### src/hw/rtl/lpfb_pkg.sv
package lpfb_pkg;

  // Screen geometry and frame store size
  localparam int SCREEN_WIDTH  = 128;
  localparam int SCREEN_HEIGHT = 64;
  localparam int PAGE_COUNT    = (SCREEN_HEIGHT + 7) / 8;
  localparam int STORE_BYTES   = SCREEN_WIDTH * PAGE_COUNT;
  localparam int ADDR_W        = $clog2(STORE_BYTES);

  // Largest count a single line can reach on screen, saturated to a byte
  localparam int MAX_DIM       = (SCREEN_WIDTH > SCREEN_HEIGHT) ? SCREEN_WIDTH : SCREEN_HEIGHT;
  localparam int MAX_COUNT     = (MAX_DIM > 255) ? 255 : MAX_DIM;

  // Coordinate and Bresenham arithmetic widths
  localparam int COORD_W = 9;
  localparam int DELTA_W = 9;
  localparam int ERR_W   = 10;

  // Queue between front and back
  localparam int QUEUE_DEPTH = 2;
  localparam int QPTR_W      = $clog2(QUEUE_DEPTH);
  localparam int QCNT_W      = $clog2(QUEUE_DEPTH + 1);

  // Item kinds on the input tuser
  typedef enum logic [1:0] {
    KIND_DRAW  = 2'd0,
    KIND_READ  = 2'd1,
    KIND_CLEAR = 2'd2,
    KIND_NOP   = 2'd3
  } kind_e;

  // Colour modes; the unused code behaves as clear
  localparam logic [1:0] MODE_CLEAR  = 2'd0;
  localparam logic [1:0] MODE_SET    = 2'd1;
  localparam logic [1:0] MODE_INVERT = 2'd2;

  // Commands held in the queue
  typedef enum logic [1:0] {
    CMD_DRAW  = 2'd0,
    CMD_READ  = 2'd1,
    CMD_CLEAR = 2'd2
  } cmd_e;

  // Operations issued into the memory pipeline
  typedef enum logic [1:0] {
    OP_PIX   = 2'd0,
    OP_READ  = 2'd1,
    OP_CLEAR = 2'd2
  } op_e;

  typedef struct packed {
    cmd_e                       kind;
    logic                       steep;
    logic signed [COORD_W-1:0]  u0;
    logic signed [COORD_W-1:0]  v0;
    logic [DELTA_W-1:0]         dx;
    logic [DELTA_W-1:0]         dy;
    logic                       ystep_neg;
    logic [1:0]                 mode;
    logic                       rd_ok;
    logic [ADDR_W-1:0]          rd_addr;
  } cmd_t;

  typedef struct packed {
    op_e               kind;
    logic              on;
    logic [ADDR_W-1:0] addr;
    logic [7:0]        mask;
    logic [1:0]        mode;
    logic              last;
  } op_t;

endpackage

### src/hw/rtl/lpfb_queue.sv
module lpfb_queue (
  input  logic           clk_i,
  input  logic           rst_ni,
  input  logic           push_i,
  input  lpfb_pkg::cmd_t push_data_i,
  output logic           push_ready_o,
  output logic           pop_valid_o,
  output lpfb_pkg::cmd_t pop_data_o,
  input  logic           pop_i
);
  import lpfb_pkg::*;

  cmd_t              entry_q [QUEUE_DEPTH];
  logic [QPTR_W-1:0] wr_ptr_q, wr_ptr_d;
  logic [QPTR_W-1:0] rd_ptr_q, rd_ptr_d;
  logic [QCNT_W-1:0] cnt_q, cnt_d;
  logic              do_push, do_pop;

  assign push_ready_o = (cnt_q != QCNT_W'(QUEUE_DEPTH));
  assign pop_valid_o  = (cnt_q != '0);
  assign pop_data_o   = entry_q[rd_ptr_q];

  assign do_push = push_i && push_ready_o;
  assign do_pop  = pop_i && pop_valid_o;

  always_comb begin
    wr_ptr_d = do_push ? wr_ptr_q + QPTR_W'(1) : wr_ptr_q;
    rd_ptr_d = do_pop  ? rd_ptr_q + QPTR_W'(1) : rd_ptr_q;
    cnt_d    = cnt_q;
    if (do_push && !do_pop) begin
      cnt_d = cnt_q + QCNT_W'(1);
    end else if (do_pop && !do_push) begin
      cnt_d = cnt_q - QCNT_W'(1);
    end
  end

  always_ff @(posedge clk_i or negedge rst_ni) begin
    if (!rst_ni) begin
      wr_ptr_q <= '0;
      rd_ptr_q <= '0;
      cnt_q    <= '0;
    end else begin
      wr_ptr_q <= wr_ptr_d;
      rd_ptr_q <= rd_ptr_d;
      cnt_q    <= cnt_d;
    end
  end

  always_ff @(posedge clk_i) begin
    if (do_push) begin
      entry_q[wr_ptr_q] <= push_data_i;
    end
  end

endmodule

### config.mk
export PLATFORM = sky130hd
export DESIGN_NAME = lpfb_queue
export DESIGN_NICKNAME = d
export VERILOG_FILES = /design/src/hw/rtl/lpfb_pkg.sv /design/src/hw/rtl/lpfb_queue.sv
export SDC_FILE = /design/constraint.sdc
export NUM_CORES = 1
export LEC_CHECK = 0
export CAP_MARGIN = 20
export CORE_ASPECT_RATIO = 0.5
export CORE_UTILIZATION = 60
export DETAILED_ROUTE_END_ITERATION = 12
export DONT_BUFFER_PORTS = 1
export PLACE_DENSITY = 0.76
export SLEW_MARGIN = 20
export SYNTH_ARGS = -nofsm -noshare
export SYNTH_HDL_FRONTEND = slang
export SYNTH_SLANG_ARGS = --single-unit
export TNS_END_PERCENT = 20
### constraint.sdc
create_clock -name clk_i -period 10.3 [get_ports clk_i]
set_input_delay 1.545 -clock clk_i [delete_from_list [all_inputs] [get_ports clk_i]]
set_output_delay 1.545 -clock clk_i [all_outputs]
set_load 0.02 [all_outputs]
==> summary.txt <==
Global routing
  – Grt ovf: 0
  – Routing usage on met1: between 10% and 20%
  – Grt met2 use: approximately 29%
  – Busiest grt layer: met2
  – First-pass GRT wire length: just over 8000 um
  – Initial antenna violation count: 0
  – Vias in the first global route: between 1500 and 2000
  – Met3 Use GR: between 8 and 9%
  – Pin count of the biggest net entering global routing: 55
  – Total GRT Usage: ~16%

Setup path
  – Critical path class: reg2out
  – Buf+Inv Stages, Crit Path: 0
  – Worst path arrival time: 1920 ps
  – Register-to-register setup slack: ~8000 ps
  – Crit-path cells: mux2_2
  – CP top delay family: flip-flops
  – WP data required: just under 9000 ps
  – CP max FO: 54
  – Worst reg2reg path startpoint: cnt_q[0]
  – Max stage delay cell, worst path: dfrtp_4
  – CP startpoint kind: flip-flop
  – Slowest Stage Delay on Critical Path: roughly 1100 ps
  – Launch point of the worst path: rd_ptr_q
  – CP endpoint kind: output pin

Cells and area
  – Layout cell share with drive strength beyond 1: between 30% and 40%
  – Fillcell total: around 430
  – Total Nets Final: 248
  – Ant diodes: 0
  – Commonest non-fill, non-tap cell in the layout: edfxtp_1
  – Multi-input gate area: between 800 and 900 sq um
  – Area Overhead vs Synth: 7.53%
  – Register area: 3290 sq um
  – Commonest non-fill, non-tap cells in the layout: edfxtp_1, mux2_4, clkbuf_16
  – Util after Layout: around two thirds
  – Design Area, Final: approximately 4600 sq um

Timing
  – Final setup fails: 0
  – Final slew viol count: 0
  – Period minus WS final: ~3500 ps
  – Final hold violation count: 0
  – RSZ-0062 raised after global routing: no
  – Fin Setup TNS: 0 ps
  – Fmax: slightly below 0.3 GHz
  – Normalized max-slew margin: 34.9%
  – Worst slew pin tran: 977 ps
  – Hold Worst Slack: 518 ps
  – Period Utilization, post-route: 33.7%
  – Clk_skew: between 5 and 6 ps

Pwr
  – Total power: ~1400 uW
  – Leak: ~0.0017 uW
  – Peak supply drop: 0.345 mV
  – Pwr/cell area: about 310 nW/um^2

Synth
  – Mapped Nets: approximately 240
  – Seq/Total Area, Yosys: 76.9%
  – Adder-cell share of the synthesized area: 0.293%
  – Main combinational cell family by area after synthesis: multiplexers
  – Post-synthesis mux area share: 18.3%
  – Compound-Gate Fraction of Synth Area: 0%
  – Yosys cell types: 15
  – Ys Warns: 0
  – Avg Cell Area, Syn: between 20 and 25 sq um
  – Syn Inst Count: around 180
  – Post-synth design cell area: roughly 4300 sq um
  – Yosys reg bits: 110
  – Synth Area in XOR/XNOR: a little over 1%
  – Simple-gate share of the synthesized area: less than 1%

Clock network
  – Clock Latency Late Sink: 340 ps
  – # clock sinks: 110
  – CTS tree: built
  – CTS Hold Buffers Added: 0
  – CTS Buffer Depth: 2
  – CTS Root Cell: clkbuf_16
  – H-tree depth: 3
  – Reg clk slew, reported paths: approximately 60 ps
  – Num CTS Buffers: 9
  – Post-CTS sizing: 0
  – Number of post-CTS setup repair buffers: 0

Route
  – Routed Antenna Nets: 0
  – DR vias: about 1600
  – Drt first pass iters: 5
  – DRC errors left: 0
  – Wire length per cell: around 21 um
  – 1st-iter DRT viols: 95
  – Routed vias/inst: around 5.5
  – Routed WL: approximately 5900 um

Placed design
  – Gpl congestion: about 0.69
  – I/O Buffers: 0
  – Placed inst area: around 4300 sq um

Floorplanning
  – Die X: approximately 120 um
  – Die Height: 61.6 um
  – Initial Util: a little over three fifths
  – Die Area: about 7500 sq um
  – Core area: a little under 7000 sq um
  – Row Count: 21
  – IO Pins: 112

Job
  – Max Cap Viol: 0

Min path
  – Min-delay worst type: reg2reg
  – Hold path start: cnt_q[1]

Outcome
  – Status: finished, final reports clean
==> metal layers <==
layer	part of all wire (%)	routed length [um]
met4	0.69	41
met2	53	3150
met3	9.4	557
met1	37	2160
met5	0	0
==> registers in the layout, summed over array words and instances, names as in the netlist <==
signal    cells
rd_ptr_q      1
wr_ptr_q      1
cnt_q         2
entry_q     106
==> per-stage QoR <==
step                cells  setup WS [ps]
detailed placement    271           7150
global route          287           6770
floorplan             183           5970
finish                287           6830
global placement      271           7200
CTS                   287           6810
==> power breakdown <==
part / internal [uW] / switching, uW
Sequential: 614 / 84.2
Combinational: 182 / 228
Clock: 187 / 143
Total: 982 / 456
==> layout make-up <==
type	count	share of cell area, %
clock buffer	9	4.91
timing repair buffer	2	0.327
inverter	1	0.0818
clock inverter	7	1.42
tap	92	2.51
multi-input combinational	66	19.2
sequential	110	71.6
==> logic make-up after synthesis <==
logic type / Yosys count
simple gates: 7
mux: 53
fa+ha+maj: 1
flops: 110
buf+inv: 7
xor+xnor: 5
==> final timing paths <==
| check | to | cells past startpoint |
|---|---|---|
| min in group asynchronous | cnt_q[0] | 0 |
| max in group asynchronous | rd_ptr_q | 0 |
| min reg2reg | cnt_q[1] | 1 |
| min | cnt_q[1] | 1 |
| max | pop_data_o[33] | 1 |
| max reg2reg | entry_q[0][16] | 4 |
==> worst reg2reg max path: cells and delay by family, from the launching register on <==
kind                   cells  cell delay [ps]
flip-flops                 1              400
buffers and inverters      1              490
AND/OR/NAND/NOR            3             1080
==> synth_stat cells <==
library cell / n / share of area (%)
mux2_4: 49 / 17
ha_1: 1 / 0.29
nand2b_1: 1 / 0.15
dfrtp_1: 4 / 2.3
inv_1: 1 / 0.088
xor2_1: 2 / 0.41
nor2_1: 2 / 0.18
buf_6: 1 / 0.26
buf_12: 5 / 2.3
edfxtp_1: 106 / 75
mux2_2: 4 / 1.1
nand2_1: 2 / 0.18
and3_1: 1 / 0.15
or2_1: 1 / 0.15
xnor2_1: 3 / 0.62
Power figures use the tool's default switching activity.
