[config.mk]
export PLATFORM = sky130hd
export DESIGN_NAME = lpfb_front
export DESIGN_NICKNAME = d
export VERILOG_FILES = /design/src/hw/rtl/lpfb_pkg.sv /design/src/hw/rtl/lpfb_front.sv
export SDC_FILE = /design/constraint.sdc
export NUM_CORES = 1
export LEC_CHECK = 0
export BUFFER_PORTS_ARGS = -buffer_cell sky130_fd_sc_hd__buf_2
export CELL_PAD_IN_SITES_DETAIL_PLACEMENT = 1
export CELL_PAD_IN_SITES_GLOBAL_PLACEMENT = 1
export CORE_ASPECT_RATIO = 1.1
export CORE_MARGIN = 5
export CORE_UTILIZATION = 40
export CTS_CLUSTER_SIZE = 24
export DETAILED_ROUTE_END_ITERATION = 7
export GPL_ROUTABILITY_DRIVEN = 0
export GPL_TIMING_DRIVEN = 0
export PLACE_DENSITY_LB_ADDON = 0.25
export SYNTH_ARGS = -nofsm -noshare
export SYNTH_HDL_FRONTEND = slang
export SYNTH_SLANG_ARGS = --single-unit
[constraint.sdc]
create_clock -name clk_i -period 2.5 [get_ports clk_i]
set_input_delay 0.5 -clock clk_i [delete_from_list [all_inputs] [get_ports clk_i]]
set_output_delay 0.5 -clock clk_i [all_outputs]
set_load 0.01 [all_outputs]
[src/hw/rtl/lpfb_pkg.sv]
package lpfb_pkg;

  // Screen geometry and frame store size
  localparam int SCREEN_WIDTH  = 128;
  localparam int SCREEN_HEIGHT = 64;
  localparam int PAGE_COUNT    = (SCREEN_HEIGHT + 7) / 8;
  localparam int STORE_BYTES   = SCREEN_WIDTH * PAGE_COUNT;
  localparam int ADDR_W        = $clog2(STORE_BYTES);

  // Largest count a single line can reach on screen, saturated to a byte
  localparam int MAX_DIM       = (SCREEN_WIDTH > SCREEN_HEIGHT) ? SCREEN_WIDTH : SCREEN_HEIGHT;
  localparam int MAX_COUNT     = (MAX_DIM > 255) ? 255 : MAX_DIM;

  // Coordinate and Bresenham arithmetic widths
  localparam int COORD_W = 9;
  localparam int DELTA_W = 9;
  localparam int ERR_W   = 10;

  // Queue between front and back
  localparam int QUEUE_DEPTH = 2;
  localparam int QPTR_W      = $clog2(QUEUE_DEPTH);
  localparam int QCNT_W      = $clog2(QUEUE_DEPTH + 1);

  // Item kinds on the input tuser
  typedef enum logic [1:0] {
    KIND_DRAW  = 2'd0,
    KIND_READ  = 2'd1,
    KIND_CLEAR = 2'd2,
    KIND_NOP   = 2'd3
  } kind_e;

  // Colour modes; the unused code behaves as clear
  localparam logic [1:0] MODE_CLEAR  = 2'd0;
  localparam logic [1:0] MODE_SET    = 2'd1;
  localparam logic [1:0] MODE_INVERT = 2'd2;

  // Commands held in the queue
  typedef enum logic [1:0] {
    CMD_DRAW  = 2'd0,
    CMD_READ  = 2'd1,
    CMD_CLEAR = 2'd2
  } cmd_e;

  // Operations issued into the memory pipeline
  typedef enum logic [1:0] {
    OP_PIX   = 2'd0,
    OP_READ  = 2'd1,
    OP_CLEAR = 2'd2
  } op_e;

  typedef struct packed {
    cmd_e                       kind;
    logic                       steep;
    logic signed [COORD_W-1:0]  u0;
    logic signed [COORD_W-1:0]  v0;
    logic [DELTA_W-1:0]         dx;
    logic [DELTA_W-1:0]         dy;
    logic                       ystep_neg;
    logic [1:0]                 mode;
    logic                       rd_ok;
    logic [ADDR_W-1:0]          rd_addr;
  } cmd_t;

  typedef struct packed {
    op_e               kind;
    logic              on;
    logic [ADDR_W-1:0] addr;
    logic [7:0]        mask;
    logic [1:0]        mode;
    logic              last;
  } op_t;

endpackage

[src/hw/rtl/lpfb_front.sv]
module lpfb_front (
  input  logic                  clk_i,
  input  logic                  rst_ni,
  input  logic                  s_valid_i,
  output logic                  s_ready_o,
  input  logic [1:0]            kind_i,
  input  logic signed [8:0]     x_start_i,
  input  logic signed [8:0]     y_start_i,
  input  logic signed [8:0]     x_end_i,
  input  logic signed [8:0]     y_end_i,
  input  logic [1:0]            color_mode_i,
  input  logic [2:0]            read_page_i,
  input  logic [6:0]            read_column_i,
  input  logic                  init_busy_i,
  output logic                  q_valid_o,
  output lpfb_pkg::cmd_t        q_cmd_o,
  input  logic                  q_ready_i
);
  import lpfb_pkg::*;

  logic                      vld_q, vld_d;
  cmd_t                      cmd_q, cmd_d;
  logic                      take;
  logic signed [ERR_W-1:0]   ddx, ddy, dm, dn;
  logic [ERR_W-1:0]          adx_w, ady_w;
  logic [DELTA_W-1:0]        adx, ady;
  logic                      steep;

  assign s_ready_o = !init_busy_i && (!vld_q || q_ready_i);
  assign take      = s_valid_i && s_ready_o;
  assign q_valid_o = vld_q;
  assign q_cmd_o   = cmd_q;

  // Line setup: pick the major axis, order the endpoints, derive the deltas
  always_comb begin
    ddx   = ERR_W'(x_end_i) - ERR_W'(x_start_i);
    ddy   = ERR_W'(y_end_i) - ERR_W'(y_start_i);
    adx_w = ddx[ERR_W-1] ? ERR_W'(-ddx) : ERR_W'(ddx);
    ady_w = ddy[ERR_W-1] ? ERR_W'(-ddy) : ERR_W'(ddy);
    adx   = adx_w[DELTA_W-1:0];
    ady   = ady_w[DELTA_W-1:0];
    steep = ady > adx;
    dm    = steep ? ddy : ddx;
    dn    = steep ? ddx : ddy;

    cmd_d         = '0;
    cmd_d.steep   = steep;
    cmd_d.dx      = steep ? ady : adx;
    cmd_d.dy      = steep ? adx : ady;
    if (dm[ERR_W-1]) begin
      cmd_d.u0        = steep ? y_end_i : x_end_i;
      cmd_d.v0        = steep ? x_end_i : y_end_i;
      cmd_d.ystep_neg = !dn[ERR_W-1];
    end else begin
      cmd_d.u0        = steep ? y_start_i : x_start_i;
      cmd_d.v0        = steep ? x_start_i : y_start_i;
      cmd_d.ystep_neg = !(!dn[ERR_W-1] && (dn != '0));
    end
    cmd_d.mode    = ((color_mode_i == MODE_SET) || (color_mode_i == MODE_INVERT))
                    ? color_mode_i : MODE_CLEAR;
    cmd_d.rd_ok   = (32'(read_page_i) < PAGE_COUNT) && (32'(read_column_i) < SCREEN_WIDTH);
    cmd_d.rd_addr = ADDR_W'(32'(read_page_i) * SCREEN_WIDTH + 32'(read_column_i));

    unique case (kind_e'(kind_i))
      KIND_DRAW:  cmd_d.kind = CMD_DRAW;
      KIND_READ:  cmd_d.kind = CMD_READ;
      KIND_CLEAR: cmd_d.kind = CMD_CLEAR;
      KIND_NOP: begin
        // answered as a read that finds nothing
        cmd_d.kind  = CMD_READ;
        cmd_d.rd_ok = 1'b0;
      end
    endcase
  end

  assign vld_d = (vld_q && !q_ready_i) || take;

  always_ff @(posedge clk_i or negedge rst_ni) begin
    if (!rst_ni) begin
      vld_q <= 1'b0;
    end else begin
      vld_q <= vld_d;
    end
  end

  always_ff @(posedge clk_i) begin
    if (take) begin
      cmd_q <= cmd_d;
    end
  end

endmodule

==> flow_summary.toml <==
[yosys]
async_reset_ff_frac = 0.0185
synthTopCellsByCount = "53 x edfxtp_1, 44 x nand2_1, 35 x inv_1"
ys_ff_latch = 54
synth_top_area_frac = 0.404
netlist_top_cells_area = "edfxtp_1 40%, ha_1 9.2%, mux2i_1 4.6%, nor2b_1 4.3%, nand2_1 4.2%"
synth_warnings = 0
synth_top_cell_by_area = "edfxtp_1"
yosysSeqAreaShare = 0.411
netlist_instances = 396
synthDistinctLibCells = 52
synth.most_common_cell = "edfxtp_1"
postSynthAreaPerCell_um2 = 9.94
synthFlopType = "edfxtp_1"
syn_nets = 482
synth_edf_count = 53
synth_area_um2 = 3940

[power_and_ir_drop]
power.density_nw_per_um2 = 962
power_frac_seq = 0.224
cell_internal_pwr_mw = 3.36
p_clk_frac = 0.093
swShare = 0.433
p_leak_nw = 2.55
p_sw_mw = 2.57
comb_power_share = 0.683
peakVddDrop_mv = 0.546
power_mw = 5.93

[cts]
insertion_delay_ns = 0.34
clk_pin_slew_ns = 0.11
cts-root-buf = "clkbuf_8"
cts-buffers-inserted = 5
ctsLongestPathBuffers = 2
cts_tree = "yes"
cts_sinks = 54
htreeDepth = 2

[die]
core_um2 = 9750
start_util = 0.404
dieArea_um2 = 11900
die_height_um = 114
io_pins = 110
rows = 38
die_w_um = 105

[final_layout]
fin_nets = 647
multi_input_area_um2 = 2960
n_fill_cell = 1052
syn_to_final_growth_pct = 56.4
layout-drive-gt1-share = 0.507
antenna_cells = 0
area.sequential_um2 = 1620

[timing]
worst_slew_pin_slew_ns = 1.31
rsz0062_at_grt = "true"
slew-limit-headroom = 0.128
finalSetupViolCount = 38
period_needed_ns = 4.18
hold_violations = 0
setup_slack_ns = -1.68
fmax_mhz = 239
period_share = 1.67
maxSlewViolCount = 0
skew_ns = 0.0134

[routing]
wire_per_inst_um = 25.0
dr.pass1.iters = 7
antenna_left = 0
viasPerCell = 5.92
routed_wl_mm = 17.1
drt_iter0_drc = 255
route.vias.total = 4038
drc = 0

[placed_design]
hpwl_mm = 9.34
port_buffers = 109
preCtsSetupSlack_ns = -2.11

[setup_path]
start_kind = "input port"
cp-end-kind = "flip-flop"
crit_start = "y_end_i[0]"
crit_arrival_ns = 4.28
timing.rr.start = "q_valid_o"
critical_path.max_fanout = 7
worst-setup-path-type = "in2reg"
critPathRequiredTime_ns = 2.59
reg2regPathDepth = 2

[global_routing]
grt_pass1_vias = 4381
grt_pass1_wl_mm = 22.9
grt_overflow_total = 0
grt_max_degree = 55
antenna_found_initial = 0
grt_usage = 0.242

[run_status]
failed_checks = "setup timing"
outcome = "finished with violations"

[hold_path]
min-delay-start = "read_page_i[2]"
holdCritPathClass = "in2reg"
hold_path_depth = 1

[flow_run]
drv_cap = 0
## state kept, by name (all words and copies together), names as in the netlist
register	count
q_cmd_o	53
q_valid_o	1
## area by class of cell
type,instances,share of cell area
clock buffer,5,0.0112
inverter,36,0.0268
buffer,17,0.0301
multi-input combinational,289,0.480
tap,120,0.0244
clock inverter,3,0.00325
sequential,54,0.263
timing repair buffer,158,0.162
## layout by cell type, fill, tap and decap left out, types with 3 or more instances in the layout
| master | count |
|---|---|
| buf_12 | 4 |
| clkbuf_8 | 6 |
| mux2i_1 | 16 |
| xnor2_1 | 3 |
| o21ai_0 | 7 |
| clkbuf_16 | 3 |
| o21ai_1 | 4 |
| ha_1 | 17 |
| ha_4 | 11 |
| nor2b_4 | 3 |
| buf_4 | 44 |
| xnor2_2 | 8 |
| a21oi_1 | 6 |
| a21o_1 | 10 |
| nor2_1 | 15 |
| buf_2 | 109 |
| nand2_1 | 43 |
| a31oi_4 | 14 |
| a31oi_1 | 8 |
| xor2_2 | 6 |
| or3_1 | 3 |
| buf_6 | 7 |
| inv_2 | 5 |
| a211oi_4 | 13 |
| a211oi_2 | 8 |
| edfxtp_1 | 53 |
| clkbuf_1 | 3 |
| inv_1 | 28 |
| nor2b_1 | 24 |
| and3_1 | 3 |
| a21oi_2 | 5 |
| o31a_1 | 3 |
| xor2_1 | 5 |
| nor2_4 | 4 |
## power by group through the flow
| stage | clock network, mW | logic [mW] | registers [mW] |
|---|---|---|---|
| after detailed placement | 0 | 2.29 | 1.35 |
| after global routing | 0.581 | 4.21 | 1.34 |
| after CTS | 0.543 | 3.27 | 1.33 |
| after floorplan | 0 | 1.55 | 1.42 |
| after global placement | 0 | 2.23 | 1.34 |
| final | 0.549 | 4.05 | 1.33 |
## per-layer routing
metal | up-vias | global-route usage | wire, um
met4 | 0 | 0.115 | 807
li1 | 1753 | - | -
met2 | 213 | 0.445 | 8950
met5 | - | 0 | 0
met1 | 2008 | 0.266 | 6310
met3 | 64 | 0.0492 | 992
## kinds of logic after synthesis
logic type	synth area share
AND/OR/NAND/NOR	0.144
AO/OA/AOI/OAI	0.186
flip-flops	0.411
buffers and inverters	0.0556
adder cells (fa/ha/maj)	0.102
XOR/XNOR	0.0553
multiplexers	0.0458
## repair_timing
item | 4_1_cts | 5_1_grt
cloned | 3 | 1
buffers inserted | 27 | 18
hold buffers | 1 | 0
endpoints found under the setup margin | 38 | 38
gates resized for setup | 85 | 55
hold endpoints to repair | 1 | 0
pin swaps | 42 | 32
## per-stage QoR
step	cells	TNS, ns	hold WS [ns]	util	area, um2
floorplan	396	-47.15	0.204	-	4140
global placement	625	-72.19	0.274	0.496	4830
detailed placement	625	-76.29	0.276	0.496	4830
CTS	664	-48.53	0.346	0.582	5670
global route	682	-63.89	0.328	0.632	6160
finish	682	-61.43	0.340	0.632	6160
## worst max-delay path: stages
cell       delay (ns)
buf_12           0.11
inv_12           0.04
ha_4             0.14
inv_2            0.05
fa_2             0.50
inv_2            0.11
ha_4             0.17
o2111ai_1        0.13
a31oi_1          0.29
and3b_2          0.29
a21oi_4          0.07
xnor2_2          0.26
inv_1            0.11
ha_4             0.23
a21o_1           0.20
a21o_1           0.18
a21oi_2          0.17
o21ai_2          0.10
nand2_4          0.17
buf_12           0.18
clkbuf_16        0.18
a31oi_4          0.08
## final timing paths
path                                to  slack, ns
hold / removal              q_cmd_o[9]       0.34
min in group asynchronous    q_valid_o       0.47
setup / recovery           q_cmd_o[46]      -1.68
hold reg to reg              q_valid_o       0.53
setup reg to reg           q_cmd_o[35]       0.48
max in group asynchronous    q_valid_o       1.94
(Power assumes the default switching activity.)
